**src/sv/ifca_pkg.sv**
```systemverilog
// ifca_pkg: shared constants for the input focus client arbiter
// request, switch mode, status and event codes, parameter defaults, scan flag struct
// no dependencies
package ifca_pkg;

    localparam int MAX_CLIENTS_DEF = 16;
    localparam int PID_BITS_DEF    = 22;

    // request types
    localparam logic [2:0] REQ_CONNECT    = 3'd0;
    localparam logic [2:0] REQ_DISCONNECT = 3'd1;
    localparam logic [2:0] REQ_REG_PID    = 3'd2;
    localparam logic [2:0] REQ_HIDE       = 3'd3;
    localparam logic [2:0] REQ_SWITCH     = 3'd4;
    localparam logic [2:0] REQ_REMOVE     = 3'd5;
    localparam logic [2:0] REQ_ACK_DEACT  = 3'd6;

    // switch modes
    localparam logic [1:0] SW_TARGET = 2'd0;
    localparam logic [1:0] SW_PREV   = 2'd1;
    localparam logic [1:0] SW_NEXT   = 2'd2;
    localparam logic [1:0] SW_BEST   = 2'd3;

    // status codes
    localparam logic [1:0] ST_DONE     = 2'd0;
    localparam logic [1:0] ST_NOCHG    = 2'd1;
    localparam logic [1:0] ST_FULL     = 2'd2;
    localparam logic [1:0] ST_NOTFOUND = 2'd3;

    // notification codes
    localparam logic [1:0] EV_NONE  = 2'd0;
    localparam logic [1:0] EV_ACT   = 2'd1;
    localparam logic [1:0] EV_DEACT = 2'd2;
    localparam logic [1:0] EV_REM   = 2'd3;

    // what a scan over the focus order found
    typedef struct packed {
        logic match;
        logic vis0;
        logic vis1;
        logic lvis;
        logic best;
    } t_scan_flags;

endpackage

```
**src/sv/input_focus_client_arbiter.sv**
```systemverilog
// input_focus_client_arbiter: circular focus order of client slots with sequencer
// depends on ifca_pkg and ifca_scan
//
// One request at a time; ready drops while a request is worked on. Connect,
// register pid and ack deactivated need no scan. Hide and lookups are bound by
// the scan unit that reads one order entry per cycle. Switch with two or more
// clients does one scan, then a rotation of one position per cycle; removing
// the head does a scan, shift, rescan and rotation. A finished result sits in
// an output register, so the next request can be taken while it waits.
module input_focus_client_arbiter import ifca_pkg::*; #(
    parameter int MAX_CLIENTS = MAX_CLIENTS_DEF,
    parameter int PID_BITS    = PID_BITS_DEF
) (
    input  logic                i_clk,
    input  logic                i_rst_n,
    input  logic                i_valid,
    output logic                o_ready,
    input  logic [2:0]          i_req_type,
    input  logic [3:0]          i_requester_handle,
    input  logic [PID_BITS-1:0] i_target_pid,
    input  logic [1:0]          i_switch_mode,
    input  logic [7:0]          i_hide_priority,
    input  logic                i_hide_flag,
    output logic                o_valid,
    input  logic                i_ready,
    output logic [1:0]          o_status,
    output logic [1:0]          o_event_code,
    output logic [3:0]          o_event_target,
    output logic [3:0]          o_assigned_handle,
    output logic [3:0]          o_active_handle,
    output logic                o_active_valid,
    output logic [4:0]          o_clients_now
);
    localparam int PW = $clog2(MAX_CLIENTS);
    localparam int CW = $clog2(MAX_CLIENTS + 1);

    localparam logic [3:0] S_IDLE   = 4'd0;
    localparam logic [3:0] S_EXEC   = 4'd1;
    localparam logic [3:0] S_WAIT1  = 4'd2;
    localparam logic [3:0] S_POST1  = 4'd3;
    localparam logic [3:0] S_RESCAN = 4'd4;
    localparam logic [3:0] S_WAIT2  = 4'd5;
    localparam logic [3:0] S_POST2  = 4'd6;
    localparam logic [3:0] S_ROT    = 4'd7;
    localparam logic [3:0] S_OUT    = 4'd8;

    // slot and order state
    logic [PW-1:0]       r_order [MAX_CLIENTS];
    logic [CW-1:0]       r_count;
    logic [MAX_CLIENTS-1:0] r_svalid;
    logic [PID_BITS-1:0] r_spid  [MAX_CLIENTS];
    logic                r_shid  [MAX_CLIENTS];
    logic [7:0]          r_sprio [MAX_CLIENTS];

    // request and result working registers
    logic [3:0]          r_state;
    logic [2:0]          r_type;
    logic [3:0]          r_req;
    logic [PID_BITS-1:0] r_pid;
    logic [1:0]          r_mode;
    logic [7:0]          r_hprio;
    logic                r_hflag;
    logic [1:0]          r_st, r_ev;
    logic [PW-1:0]       r_evt, r_asg, r_rot;
    logic                r_head_act;

    // output register
    logic                r_ovalid;
    logic [1:0]          r_ost, r_oev;
    logic [3:0]          r_oevt, r_oasg, r_oact;
    logic                r_oactv;
    logic [4:0]          r_ocnt;

    // scan unit hookup
    logic                w_scan_start, w_scan_busy, w_scan_done;
    logic [PW-1:0]       w_idx, w_elem;
    logic                w_hit;
    t_scan_flags         w_flags;
    logic [PW-1:0]       w_match_pos, w_vis0_pos, w_vis1_pos, w_lvis_pos, w_best_pos;
    logic [PID_BITS-1:0] w_key;
    logic                w_req_ok;
    logic [PW-1:0]       w_req_h;

    // connect helpers
    logic                w_free_found;
    logic [PW-1:0]       w_free;

    // switch target selection
    logic                w_sw_found;
    logic [PW-1:0]       w_sw_pos;

    assign w_req_ok = 32'(r_req) < MAX_CLIENTS;
    assign w_req_h  = PW'(r_req);
    assign w_key    = (r_type == REQ_DISCONNECT) ? '0 : r_pid;
    assign w_elem   = r_order[w_idx];
    assign w_hit    = (w_key != '0) ? (r_spid[w_elem] == w_key)
                                    : (w_req_ok && w_elem == w_req_h);

    ifca_scan #(
        .MAX_CLIENTS(MAX_CLIENTS)
    ) u_scan (
        .i_clk      (i_clk),
        .i_rst_n    (i_rst_n),
        .i_start    (w_scan_start),
        .i_count    (r_count),
        .o_idx      (w_idx),
        .o_busy     (w_scan_busy),
        .o_done     (w_scan_done),
        .i_hit      (w_hit),
        .i_hid      (r_shid[w_elem]),
        .i_prio     (r_sprio[w_elem]),
        .o_flags    (w_flags),
        .o_match_pos(w_match_pos),
        .o_vis0_pos (w_vis0_pos),
        .o_vis1_pos (w_vis1_pos),
        .o_lvis_pos (w_lvis_pos),
        .o_best_pos (w_best_pos)
    );

    assign w_scan_start = (r_state == S_EXEC &&
                           (r_type == REQ_DISCONNECT || r_type == REQ_REMOVE ||
                            r_type == REQ_HIDE ||
                            (r_type == REQ_SWITCH && r_count >= CW'(2))))
                          || (r_state == S_RESCAN);

    // lowest free slot
    always_comb begin
        w_free_found = 1'b0;
        w_free       = '0;
        for (int i = MAX_CLIENTS - 1; i >= 0; i--) begin
            if (!r_svalid[i]) begin
                w_free_found = 1'b1;
                w_free       = PW'(i);
            end
        end
    end

    // switch target by mode
    always_comb begin
        case (r_mode)
            SW_TARGET: begin w_sw_found = w_flags.match; w_sw_pos = w_match_pos; end
            SW_PREV:   begin w_sw_found = w_flags.lvis;  w_sw_pos = w_lvis_pos;  end
            SW_NEXT:   begin w_sw_found = w_flags.vis1;  w_sw_pos = w_vis1_pos;  end
            default:   begin w_sw_found = w_flags.best;  w_sw_pos = w_best_pos;  end
        endcase
    end

    // sequencer
    always_ff @(posedge i_clk) begin
        if (!i_rst_n) begin
            r_state    <= S_IDLE;
            r_count    <= '0;
            r_svalid   <= '0;
            r_head_act <= 1'b0;
        end else begin
            unique case (r_state)
                S_IDLE: begin
                    if (i_valid) begin
                        r_type     <= i_req_type;
                        r_req      <= i_requester_handle;
                        r_pid      <= i_target_pid;
                        r_mode     <= i_switch_mode;
                        r_hprio    <= i_hide_priority;
                        r_hflag    <= i_hide_flag;
                        r_st       <= ST_NOCHG;
                        r_ev       <= EV_NONE;
                        r_evt      <= '0;
                        r_asg      <= '0;
                        r_rot      <= '0;
                        r_head_act <= 1'b0;
                        r_state    <= S_EXEC;
                    end
                end
                S_EXEC: begin
                    case (r_type) inside
                        REQ_CONNECT: begin
                            if (r_count >= CW'(MAX_CLIENTS) || !w_free_found) begin
                                r_st <= ST_FULL;
                            end else begin
                                for (int i = 1; i < MAX_CLIENTS; i++) begin
                                    if (CW'(i) <= r_count) r_order[i] <= r_order[i-1];
                                end
                                r_order[0] <= w_free;
                                if (r_count != '0) begin
                                    r_ev  <= EV_DEACT;
                                    r_evt <= r_order[0];
                                end else begin
                                    r_ev  <= EV_ACT;
                                    r_evt <= w_free;
                                end
                                r_count          <= r_count + CW'(1);
                                r_svalid[w_free] <= 1'b1;
                                r_spid[w_free]   <= '0;
                                r_shid[w_free]   <= 1'b0;
                                r_sprio[w_free]  <= '0;
                                r_asg            <= w_free;
                                r_st             <= ST_DONE;
                            end
                            r_state <= S_OUT;
                        end
                        REQ_REG_PID: begin
                            if (w_req_ok && r_svalid[w_req_h]) begin
                                r_spid[w_req_h] <= r_pid;
                                r_st            <= ST_DONE;
                            end else begin
                                r_st <= ST_NOTFOUND;
                            end
                            r_state <= S_OUT;
                        end
                        REQ_ACK_DEACT: begin
                            if (r_count != '0) begin
                                r_st  <= ST_DONE;
                                r_ev  <= EV_ACT;
                                r_evt <= r_order[0];
                            end
                            r_state <= S_OUT;
                        end
                        REQ_DISCONNECT, REQ_REMOVE, REQ_HIDE: begin
                            r_state <= S_WAIT1;
                        end
                        REQ_SWITCH: begin
                            r_state <= (r_count >= CW'(2)) ? S_WAIT1 : S_OUT;
                        end
                        default: begin
                            r_state <= S_OUT;
                        end
                    endcase
                end
                S_WAIT1: begin
                    if (w_scan_done) r_state <= S_POST1;
                end
                S_POST1: begin
                    r_state <= S_OUT;
                    case (r_type)
                        REQ_HIDE: begin
                            if (!w_flags.match) begin
                                r_st <= ST_NOTFOUND;
                            end else begin
                                r_sprio[r_order[w_match_pos]] <= r_hprio;
                                r_shid[r_order[w_match_pos]]  <= r_hflag;
                                r_st <= ST_DONE;
                            end
                        end
                        REQ_SWITCH: begin
                            if (r_mode == SW_TARGET && !w_flags.match) begin
                                r_st <= ST_NOTFOUND;
                            end else if (w_sw_found && w_sw_pos != '0) begin
                                r_rot   <= w_sw_pos;
                                r_st    <= ST_DONE;
                                r_ev    <= EV_DEACT;
                                r_evt   <= r_order[0];
                                r_state <= S_ROT;
                            end
                        end
                        default: begin
                            // disconnect or remove request
                            if (!w_flags.match) begin
                                r_st <= ST_NOTFOUND;
                            end else if (!w_req_ok || r_order[w_match_pos] != w_req_h) begin
                                r_st  <= ST_DONE;
                                r_ev  <= EV_REM;
                                r_evt <= r_order[w_match_pos];
                            end else begin
                                r_st <= ST_DONE;
                                for (int i = 0; i < MAX_CLIENTS - 1; i++) begin
                                    if (PW'(i) >= w_match_pos) r_order[i] <= r_order[i+1];
                                end
                                r_count                         <= r_count - CW'(1);
                                r_svalid[r_order[w_match_pos]]  <= 1'b0;
                                if (w_match_pos == '0 && r_count != CW'(1)) begin
                                    r_state <= S_RESCAN;
                                end
                            end
                        end
                    endcase
                end
                S_RESCAN: begin
                    r_state <= S_WAIT2;
                end
                S_WAIT2: begin
                    if (w_scan_done) r_state <= S_POST2;
                end
                S_POST2: begin
                    // focus to first visible, else best hidden
                    if (w_flags.vis0)      r_rot <= w_vis0_pos;
                    else if (w_flags.best) r_rot <= w_best_pos;
                    else                   r_rot <= '0;
                    r_head_act <= 1'b1;
                    r_ev       <= EV_ACT;
                    r_state    <= S_ROT;
                end
                S_ROT: begin
                    if (r_rot == '0) begin
                        if (r_head_act) r_evt <= r_order[0];
                        r_state <= S_OUT;
                    end else begin
                        for (int i = 0; i < MAX_CLIENTS - 1; i++) begin
                            if (CW'(i) + CW'(1) < r_count) r_order[i] <= r_order[i+1];
                        end
                        r_order[PW'(r_count - CW'(1))] <= r_order[0];
                        r_rot <= r_rot - PW'(1);
                    end
                end
                S_OUT: begin
                    if (!r_ovalid || i_ready) r_state <= S_IDLE;
                end
                default: begin
                    r_state <= S_IDLE;
                end
            endcase
        end
    end

    // output register, loaded as the transaction finishes
    always_ff @(posedge i_clk) begin
        if (!i_rst_n) begin
            r_ovalid <= 1'b0;
        end else begin
            if (r_ovalid && i_ready) r_ovalid <= 1'b0;
            if (r_state == S_OUT && (!r_ovalid || i_ready)) begin
                r_ovalid <= 1'b1;
                r_ost    <= r_st;
                r_oev    <= r_ev;
                r_oevt   <= 4'(r_evt);
                r_oasg   <= 4'(r_asg);
                r_oact   <= (r_count != '0) ? 4'(r_order[0]) : 4'd0;
                r_oactv  <= (r_count != '0);
                r_ocnt   <= 5'(r_count);
            end
        end
    end

    assign o_ready           = (r_state == S_IDLE);
    assign o_valid           = r_ovalid;
    assign o_status          = r_ost;
    assign o_event_code      = r_oev;
    assign o_event_target    = r_oevt;
    assign o_assigned_handle = r_oasg;
    assign o_active_handle   = r_oact;
    assign o_active_valid    = r_oactv;
    assign o_clients_now     = r_ocnt;

`ifndef SYNTHESIS
    a_count_bound: assert property (@(posedge i_clk) disable iff (!i_rst_n)
        r_count <= CW'(MAX_CLIENTS))
        else $error("client count above capacity");
    a_idle_no_scan: assert property (@(posedge i_clk) disable iff (!i_rst_n)
        (r_state == S_IDLE || r_state == S_OUT) |-> !w_scan_busy)
        else $error("scan running outside a request");
    a_active_count: assert property (@(posedge i_clk) disable iff (!i_rst_n)
        r_ovalid |-> (r_oactv == (r_ocnt != 5'd0) || r_count > CW'(31)))
        else $error("active flag disagrees with client count");
`endif

endmodule

```
**src/sv/ifca_scan.sv**
```systemverilog
// ifca_scan: walks the focus order one position per cycle
// finds first match, first visible, first and last visible past the head, and best hidden position
// depends on ifca_pkg
module ifca_scan import ifca_pkg::*; #(
    parameter int MAX_CLIENTS = MAX_CLIENTS_DEF
) (
    input  logic                             i_clk,
    input  logic                             i_rst_n,
    input  logic                             i_start,
    input  logic [$clog2(MAX_CLIENTS+1)-1:0] i_count,
    output logic [$clog2(MAX_CLIENTS)-1:0]   o_idx,
    output logic                             o_busy,
    output logic                             o_done,
    input  logic                             i_hit,
    input  logic                             i_hid,
    input  logic [7:0]                       i_prio,
    output t_scan_flags                      o_flags,
    output logic [$clog2(MAX_CLIENTS)-1:0]   o_match_pos,
    output logic [$clog2(MAX_CLIENTS)-1:0]   o_vis0_pos,
    output logic [$clog2(MAX_CLIENTS)-1:0]   o_vis1_pos,
    output logic [$clog2(MAX_CLIENTS)-1:0]   o_lvis_pos,
    output logic [$clog2(MAX_CLIENTS)-1:0]   o_best_pos
);
    localparam int PW = $clog2(MAX_CLIENTS);
    localparam int CW = $clog2(MAX_CLIENTS + 1);

    logic              r_busy, r_done;
    logic [PW-1:0]     r_idx;
    t_scan_flags       r_flags;
    logic [PW-1:0]     r_match_pos, r_vis0_pos, r_vis1_pos, r_lvis_pos, r_best_pos;
    logic [7:0]        r_best_prio;
    logic [CW-1:0]     w_idx_ext;
    logic              w_in_range, w_last, w_first;

    assign w_idx_ext  = CW'(r_idx);
    assign w_in_range = w_idx_ext < i_count;
    assign w_last     = (w_idx_ext + CW'(1) >= i_count);
    assign w_first    = (r_idx == '0);

    // index and control
    always_ff @(posedge i_clk) begin
        if (!i_rst_n) begin
            r_busy <= 1'b0;
            r_done <= 1'b0;
            r_idx  <= '0;
        end else begin
            r_done <= 1'b0;
            if (i_start) begin
                r_busy <= 1'b1;
                r_idx  <= '0;
            end else if (r_busy) begin
                if (w_last) begin
                    r_busy <= 1'b0;
                    r_done <= 1'b1;
                end else begin
                    r_idx <= r_idx + PW'(1);
                end
            end
        end
    end

    // accumulators, one element per cycle
    always_ff @(posedge i_clk) begin
        if (!i_rst_n) begin
            r_flags <= '0;
        end else if (i_start) begin
            r_flags <= '0;
        end else if (r_busy && w_in_range) begin
            if (!r_flags.match && i_hit) begin
                r_flags.match <= 1'b1;
                r_match_pos   <= r_idx;
            end
            if (!r_flags.vis0 && !i_hid) begin
                r_flags.vis0 <= 1'b1;
                r_vis0_pos   <= r_idx;
            end
            if (!r_flags.vis1 && !i_hid && !w_first) begin
                r_flags.vis1 <= 1'b1;
                r_vis1_pos   <= r_idx;
            end
            if (!i_hid && !w_first) begin
                r_flags.lvis <= 1'b1;
                r_lvis_pos   <= r_idx;
            end
            if (i_hid && (!r_flags.best || i_prio > r_best_prio)) begin
                r_flags.best <= 1'b1;
                r_best_pos   <= r_idx;
                r_best_prio  <= i_prio;
            end
        end
    end

    assign o_idx       = r_idx;
    assign o_busy      = r_busy;
    assign o_done      = r_done;
    assign o_flags     = r_flags;
    assign o_match_pos = r_match_pos;
    assign o_vis0_pos  = r_vis0_pos;
    assign o_vis1_pos  = r_vis1_pos;
    assign o_lvis_pos  = r_lvis_pos;
    assign o_best_pos  = r_best_pos;

`ifndef SYNTHESIS
    a_done_after_busy: assert property (@(posedge i_clk) disable iff (!i_rst_n)
        r_done |-> $past(r_busy))
        else $error("scan done without a scan");
    a_busy_done_excl: assert property (@(posedge i_clk) disable iff (!i_rst_n)
        !(r_busy && r_done))
        else $error("scan busy and done together");
    a_idx_range: assert property (@(posedge i_clk) disable iff (!i_rst_n)
        (r_busy && !i_start) |-> (w_in_range || i_count == '0))
        else $error("scan index past count");
`endif

endmodule
```
**config.mk**
```make
export PLATFORM = sky130hd
export DESIGN_NAME = input_focus_client_arbiter
export DESIGN_NICKNAME = d
export VERILOG_FILES = /design/src/sv/ifca_pkg.sv /design/src/sv/input_focus_client_arbiter.sv /design/src/sv/ifca_scan.sv
export SDC_FILE = /design/constraint.sdc
export NUM_CORES = 1
export LEC_CHECK = 0
export BUFFER_PORTS_ARGS = -buffer_cell sky130_fd_sc_hd__buf_2
export CAP_MARGIN = 15
export CORE_MARGIN = 5
export CORE_UTILIZATION = 34
export CTS_BUF_LIST = sky130_fd_sc_hd__clkbuf_16
export CTS_CLUSTER_SIZE = 10
export DETAILED_ROUTE_END_ITERATION = 8
export HOLD_SLACK_MARGIN = 0.03
export REMOVE_ABC_BUFFERS = 1
export SLEW_MARGIN = 10
export SYNTH_ARGS = -nofsm -noshare
export SYNTH_HDL_FRONTEND = slang
export SYNTH_HIERARCHICAL = 1
export SYNTH_SLANG_ARGS = --single-unit
```
**constraint.sdc**
```tcl
create_clock -name i_clk -period 5.05 [get_ports i_clk]
set_input_delay 0.505 -clock i_clk [delete_from_list [all_inputs] [get_ports i_clk]]
set_output_delay 0.505 -clock i_clk [all_outputs]
set_load 0.02 [all_outputs]
```
==> results of run 1 <==
[routing by layer]
layer | track usage (%) | wire length [um]
met1 | 24.4 | 39000
met2 | 29.4 | 45300
met3 | 3.33 | 7850
met4 | 6.66 | 3330
met5 | 0 | 0
[registers in the layout, summed over array words and instances, names as in the netlist, 8 cells and up]
signal              cells
r_pid                  22
u_scan/r_best_prio      8
r_spid                352
r_hprio                 8
r_order                64
r_sprio               128
r_shid                 16
r_svalid               16
[cells by family after synthesis]
logic type	after synthesis
buf+inv	176
flops	704
xor+xnor	29
fa+ha+maj	25
compound gates	428
simple gates	735
mux	257
[critical path: stages, from the launching register on]
cell,delay [ps]
dfxtp_2,400
buf_4,180
mux4_2,510
nor2_1,130
and4b_1,250
nor2_4,460
buf_4,250
nand2_1,60
a32o_1,230
a221oi_1,330
buf_4,210
o311ai_0,220
o31ai_1,530
a2111oi_4,150
buf_4,180
a31o_1,200
nor3b_2,150
buf_4,160
[area by class of cell]
class                      count  area [um2]
fill                        8681       56700
sequential                   704       20800
multi-input combinational   1476       11100
timing repair buffer         264        2210
clock buffer                  83        2080
tap                         1265        1580
clock inverter                36         284
inverter                      43         161
antenna                        1        2.50
[cell usage in the layout, fill, tap and decap left out, drive strengths merged, types with 38 or more instances in the layout]
master / count
edfxtp: 666
nand2: 275
buf: 224
mux2i: 137
nor2: 129
o21ai: 120
mux4: 91
nand3: 87
clkbuf: 83
a21oi: 68
inv: 65
and2: 49
and3: 46
nor3: 41
dlygate4sd3: 40
dfxtp: 38
[worst paths after layout]
| path | start | endpoint | cells after the start |
|---|---|---|---|
| max | u_scan/o_idx[1] | u_scan/o_match_pos[3] | 17 |
| min | i_valid | r_head_act | 4 |
| min reg2reg | r_asg[2] | o_assigned_handle[2] | 0 |
| max reg2reg | u_scan/o_idx[1] | u_scan/o_match_pos[3] | 17 |
[metrics by stage]
step,std cells,hold WS (ps)
after floorplan,2221,400
after detailed placement,3707,405
after CTS,3867,176
after global placement,3707,408
final,3872,213
after global routing,3872,248
[power by group through the flow]
stage | clock network, W | logic [W] | registers (W)
finish | 0.00528 | 0.000456 | 0.00646
global route | 0.00565 | 0.000491 | 0.00646
CTS | 0.00541 | 0.000451 | 0.00646
detailed placement | 0 | 0.000424 | 0.00658
global placement | 0 | 0.000418 | 0.00658
floorplan | 0 | 0.000246 | 0.00655
[what timing repair did]
item	4_1_cts	5_1_grt
endpoints found under the hold margin	40	0
setup buffers	0	3
gates resized for setup	7	20
setup endpoints to repair	4	5
pin swaps	1	4
hold buffers	40	0
cloned	1	1
==> out/metrics.csv, run 1 <==
stage;metric;value;unit
worst_setup_path;critPathLaunchType;flop;
routing;first_iter_violations;2414;
pwr;power.total;0.0122;W
routing;drc;0;
die;num_rows;113;
flow_run;cap_violations;0;
routing;wl_per_cell;24.6;um
routing;dr.pass1.iters;7;
routing;via_per_inst;5.68;
synthesis;synthFlopType;edfxtp_1;
cts;clk_pin_slew;60;ps
timing;hold_viol;0;
pwr;netSwitchingPower;0.00267;W
synthesis;ys_seq_elements;704;
pwr;leakage;13.6;nW
pwr;p_per_area;320;nW/um2
worst_setup_path;critical_path_required;5470;ps
cts;clockRootBuffer;clkbuf_16;
cts;clockBufferDepth;3;
die;dieArea;102000;um2
pwr;peakVddDrop;0.000208;V
synthesis;synth_top_cells_by_count;edfxtp_1, nand2_1, mux2i_1, nor2_1, o21ai_0;
synthesis;yosys.area.top_type;edfxtp_1;
routing;vias;21974;
pwr;intPower;0.00953;W
cts;clock_sinks;704;
synthesis;synth_cell_types;96;
cells_and_area;finish.instance_area;38100;um2
worst_setup_path;r2r_setup_slack;200;ps
synthesis;yosysMostFrequentCell;edfxtp_1;
synthesis;yosys.area_share.simple;10.8;%
synthesis;syn_avg_cell_area;13.8;um2
synthesis;synth_top_family_by_area;multiplexers;
synthesis;synth_area_leaders;edfxtp_1, mux4_2, mux2i_1, nand2_1, dfxtp_1;
timing;setup_ws;202;ps
timing;fin_setup_tns;0;ps
synthesis;netlist_area;32400;um2
place;dpl_cell_area;35200;um2
routing;wl;95400;um
worst_setup_path;path_class;flop to flop;
routing;ant_nets;0;
die;die_w;319;um
pwr;comb_power_share;3.7;%
worst_setup_path;critPathArrivalTime;5270;ps
synthesis;synthAdderAreaFrac;0.965;%
cts;cts.htree.levels;3;
global_route;grt_pass1_vias;21944;
die;io_pins;68;
synthesis;yosysTopAreaCellShare;61.7;%
cells_and_area;final_util;40.2;%
pwr;clock_power_share;43.3;%
global_route;antenna_found_initial;2;
timing;setup_violations;0;
timing;maxSlewViolCount;0;
die;die_h;319;um
place;dp_worst_setup_slack;-87.9;ps
synthesis;muxShareOfSynthArea;11.7;%
synthesis;synth_edf_count;666;
synthesis;synth_async_sr_flop_share;0;%
min_path;worstHoldPathType;input port to flop;
worst_setup_path;end_kind;flop;
global_route;grt_pass1_wl;141000;um
timing;skew;38.3;ps
timing;worst_slew_pin_slew;957;ps
status;status;finished clean;
global_route;grt_max_degree;46;
place;dp.final_hpwl;62900;um
cts;cts_tree;yes;
synthesis;ys_seq_area_share;64.0;%
die;core;94900;um2
synthesis;synth-compound-area-share;9.19;%
global_route;grt_usage;18.1;%
cells_and_area;nets;2641;
cells_and_area;drive_above_1_share;19.5;%
pwr;p_seq_share;53.0;%
cts;numCtsBuffers;83;
cts;clkLatencyLatePin;660;ps
place;portBuffers;67;
timing;period_share;96.0;%
synthesis;netlist_instances;2354;
worst_setup_path;crit_fanout;10;
global_route;gr-total-overflow;0;
timing;fmaxAchievable;206;MHz
place;gp_congestion;0.955;
timing;slew_headroom;35.9;%
cells_and_area;area_delta_synth_final;17.7;%
timing;fin_crit;4850;ps
synthesis;synth_xor_xnor_area_share;0.784;%
pwr;p_sw_share;21.9;%
synthesis;yosysWarnings;6;
die;initial_core_util;34.2;%
Note: power is estimated with default switching activity, not from simulation.
==> inputs of run 2 (changes only) <==
--- a/config.mk
+++ b/config.mk
@@ -9,7 +9,7 @@
 export CAP_MARGIN = 15
 export CORE_MARGIN = 5
 export CORE_UTILIZATION = 34
-export CTS_BUF_LIST = sky130_fd_sc_hd__clkbuf_16
+export CTS_BUF_LIST = sky130_fd_sc_hd__clkbuf_8
 export CTS_CLUSTER_SIZE = 10
 export DETAILED_ROUTE_END_ITERATION = 8
 export HOLD_SLACK_MARGIN = 0.03
==> out/metrics.csv, run 2 (synthesized netlist as in run 1, its figures left out) <==
stage;metric;value;unit;change
worst_setup_path;crit_family;multiplexers;;
timing;setup_violations;0;;unchanged
timing;rsz0062_at_grt;no;;
worst_setup_path;cp_slowest_stage_delay;620;ps;+90 ps
place;dpl_cell_area;35200;um2;unchanged
status;status;finished clean;;
routing;ant_nets;0;;unchanged
die;initial_core_util;34.2;%;unchanged
cts;cts.htree.levels;3;;unchanged
min_path;hold_end;r_head_act;;
worst_setup_path;reg2regPathDepth;15;;-2
pwr;leakage;13.6;nW;+0.37%
cells_and_area;largest_reg_flops;352;;unchanged
die;die_w;319;um;unchanged
cells_and_area;final_common_cell;edfxtp_1;;
cells_and_area;regMostFlops;r_spid;;
cells_and_area;area_delta_synth_final;17.3;%;
routing;via_per_inst;5.60;;-1.3%
die;num_rows;113;;unchanged
worst_setup_path;cp_cell_sequence;mux4_1 -> mux2i_4 -> or2_4 -> nand2_8 -> mux4_1 -> mux2i_1 -> mux2i_1 -> a221oi_2 -> o2111ai_1 -> or4_1 -> a2111oi_4 -> buf_4 -> a31o_1 -> nor3b_2 -> buf_4;;
place;dp.final_hpwl;62900;um;unchanged
global_route;gr-total-overflow;0;;unchanged
cts;clockBufferDepth;3;;unchanged
worst_setup_path;critPathSlowestCell;mux4_1;;
routing;wl_per_cell;24.3;um;-1.5%
min_path;worstHoldPathType;input port to flop;;
routing;vias;22223;;+1.1%
cells_and_area;reg.largest.list;r_spid: 352 flops, r_sprio: 128 flops, r_order: 64 flops;;
cts;numCtsBuffers;116;;+40%
timing;hold_viol;0;;unchanged
cts;clock_sinks;704;;unchanged
timing;fin_crit;4860;ps;+9.16 ps
cts;cts_tree;yes;;
routing;first_iter_violations;2286;;-5.3%
worst_setup_path;end_kind;flop;;
worst_setup_path;critPathArrivalTime;5350;ps;+80 ps
routing;wl;96300;um;+0.87%
worst_setup_path;critical_path.startpoint;r_order[2][0];;
timing;maxSlewViolCount;0;;unchanged
cells_and_area;fillCellCount;8749;;+0.78%
cells_and_area;final_cell_mix;edfxtp_1, nand2_1, mux2i_1;;
place;portBuffers;67;;unchanged
worst_setup_path;path_class;flop to flop;;
worst_setup_path;crit_fanout;18;;+8
flow_run;cap_violations;0;;unchanged
timing;skew;49.2;ps;+10.9 ps
min_path;min_path_cells;4;;unchanged
place;gp_congestion;0.955;;unchanged
global_route;grt_max_degree;46;;unchanged
routing;drc;0;;unchanged
cells_and_area;finish.instance_area;38000;um2;-0.29%
worst_setup_path;critPathLaunchType;flop;;
pwr;peakVddDrop;0.000163;V;-22%
cells_and_area;final_util;40.1;%;-0.12 points
cts;clkLatencyLatePin;780;ps;+120 ps
timing;period_share;96.2;%;+0.18 points
timing;slew_headroom;36.0;%;about the same
global_route;antenna_found_initial;5;;+3
worst_setup_path;rr_startpoint;r_order[2][0];;
global_route;grt_pass1_wl;142000;um;+0.87%
routing;dr.pass1.iters;6;;-1
die;io_pins;68;;unchanged
pwr;power.total;0.0118;W;-3.5%
global_route;grt_pass1_vias;22316;;+1.7%
cts;clk_pin_slew;60;ps;about the same
timing;whs;119;ps;-93.9 ps
die;dieArea;102000;um2;unchanged
die;die_h;319;um;unchanged
pwr;p_per_area;310;nW/um2;-3.2%
timing;fmaxAchievable;206;MHz;-0.19%
worst_setup_path;worstReg2RegEnd;u_scan/o_match_pos[1];;
cells_and_area;drive_above_1_share;20.5;%;+0.99 points
worst_setup_path;critical_path_required;5540;ps;+70 ps
timing;setup_ws;193;ps;-9.16 ps
die;core;94900;um2;unchanged
worst_setup_path;worst-path-buf-inv;2;;-3
worst_setup_path;r2r_setup_slack;190;ps;about the same
place;dp_worst_setup_slack;-87.9;ps;unchanged
cts;clockRootBuffer;clkbuf_8;;
timing;worst_slew_pin_slew;948;ps;-9.06 ps
min_path;worstHoldStart;i_valid;;
global_route;grt_usage;18.2;%;+0.11 points
cells_and_area;nets;2675;;+1.3%
-- run 2: cell count changes in the layout (fill, tap and decap cells not counted), moves of 3 or more --
cell,change
clkbuf_16,-83
clkinv_16,-4
clkinv_1,+27
inv_1,+18
inv_12,+5
bufinv_16,+6
clkbuf_8,+119
clkinv_2,+3
clkinvlp_4,+4
-- run 2: through the flow --
stage,std cells,setup TNS (ps)
2_1_floorplan,2221,-27430
3_3_place_gp,3707,-285
3_5_place_dp,3707,-351
4_1_cts,3959,0
5_1_grt,3967,0
6_report,3967,0
-- run 2: layout make-up --
type,count,area (um2),share of cell area [%]
antenna,3,7.51,0.0197
multi-input combinational,1476,11100,29.1
clock buffer,119,1640,4.31
sequential,704,20800,54.6
clock inverter,92,602,1.58
inverter,43,161,0.424
timing repair buffer,265,2230,5.85
tap,1265,1580,4.16
-- run 2: how the worst max path moves through the flow --
stage,to,slack [ps],depth (start not counted)
3_3_place_gp,u_scan/o_match_pos[2],-70,17
3_5_place_dp,u_scan/o_match_pos[3],-90,17
2_1_floorplan,u_scan/o_match_pos[0],-1940,13
5_1_grt,u_scan/o_match_pos[3],6,16
6_report,u_scan/o_match_pos[1],190,15
4_1_cts,u_scan/o_match_pos[1],1,17
-- run 2: worst min-delay path: stages --
cell and delay, ps:
buf_2 130, nand2_1 60, nand2_1 50, a21boi_0 70
-- run 2: repair_timing --
action / 4_1_cts / 5_1_grt
pin swaps: 1 / 5
hold buffers: 40 / 0
endpoints found under the hold margin: 40 / 0
gates cloned: 1 / 1
setup endpoints to repair: 4 / 5
gates resized for setup: 5 / 19
buffers inserted: 0 / 4
-- run 2: layer usage --
metal	track usage [%]	vias to the layer above	part of all wire, %
met5	0	-	0.014
met4	6.75	2	3.4
met3	3.84	230	8.6
met2	29.7	1132	47
met1	24.1	11151	41
li1	-	9708	-
-- run 2: where the power goes --
| group | switching [W] | internal (W) |
|---|---|---|
| clock network | 0.00235 | 0.00252 |
| logic | 0.000281 | 0.000175 |
| registers | 0.0000765 | 0.00638 |
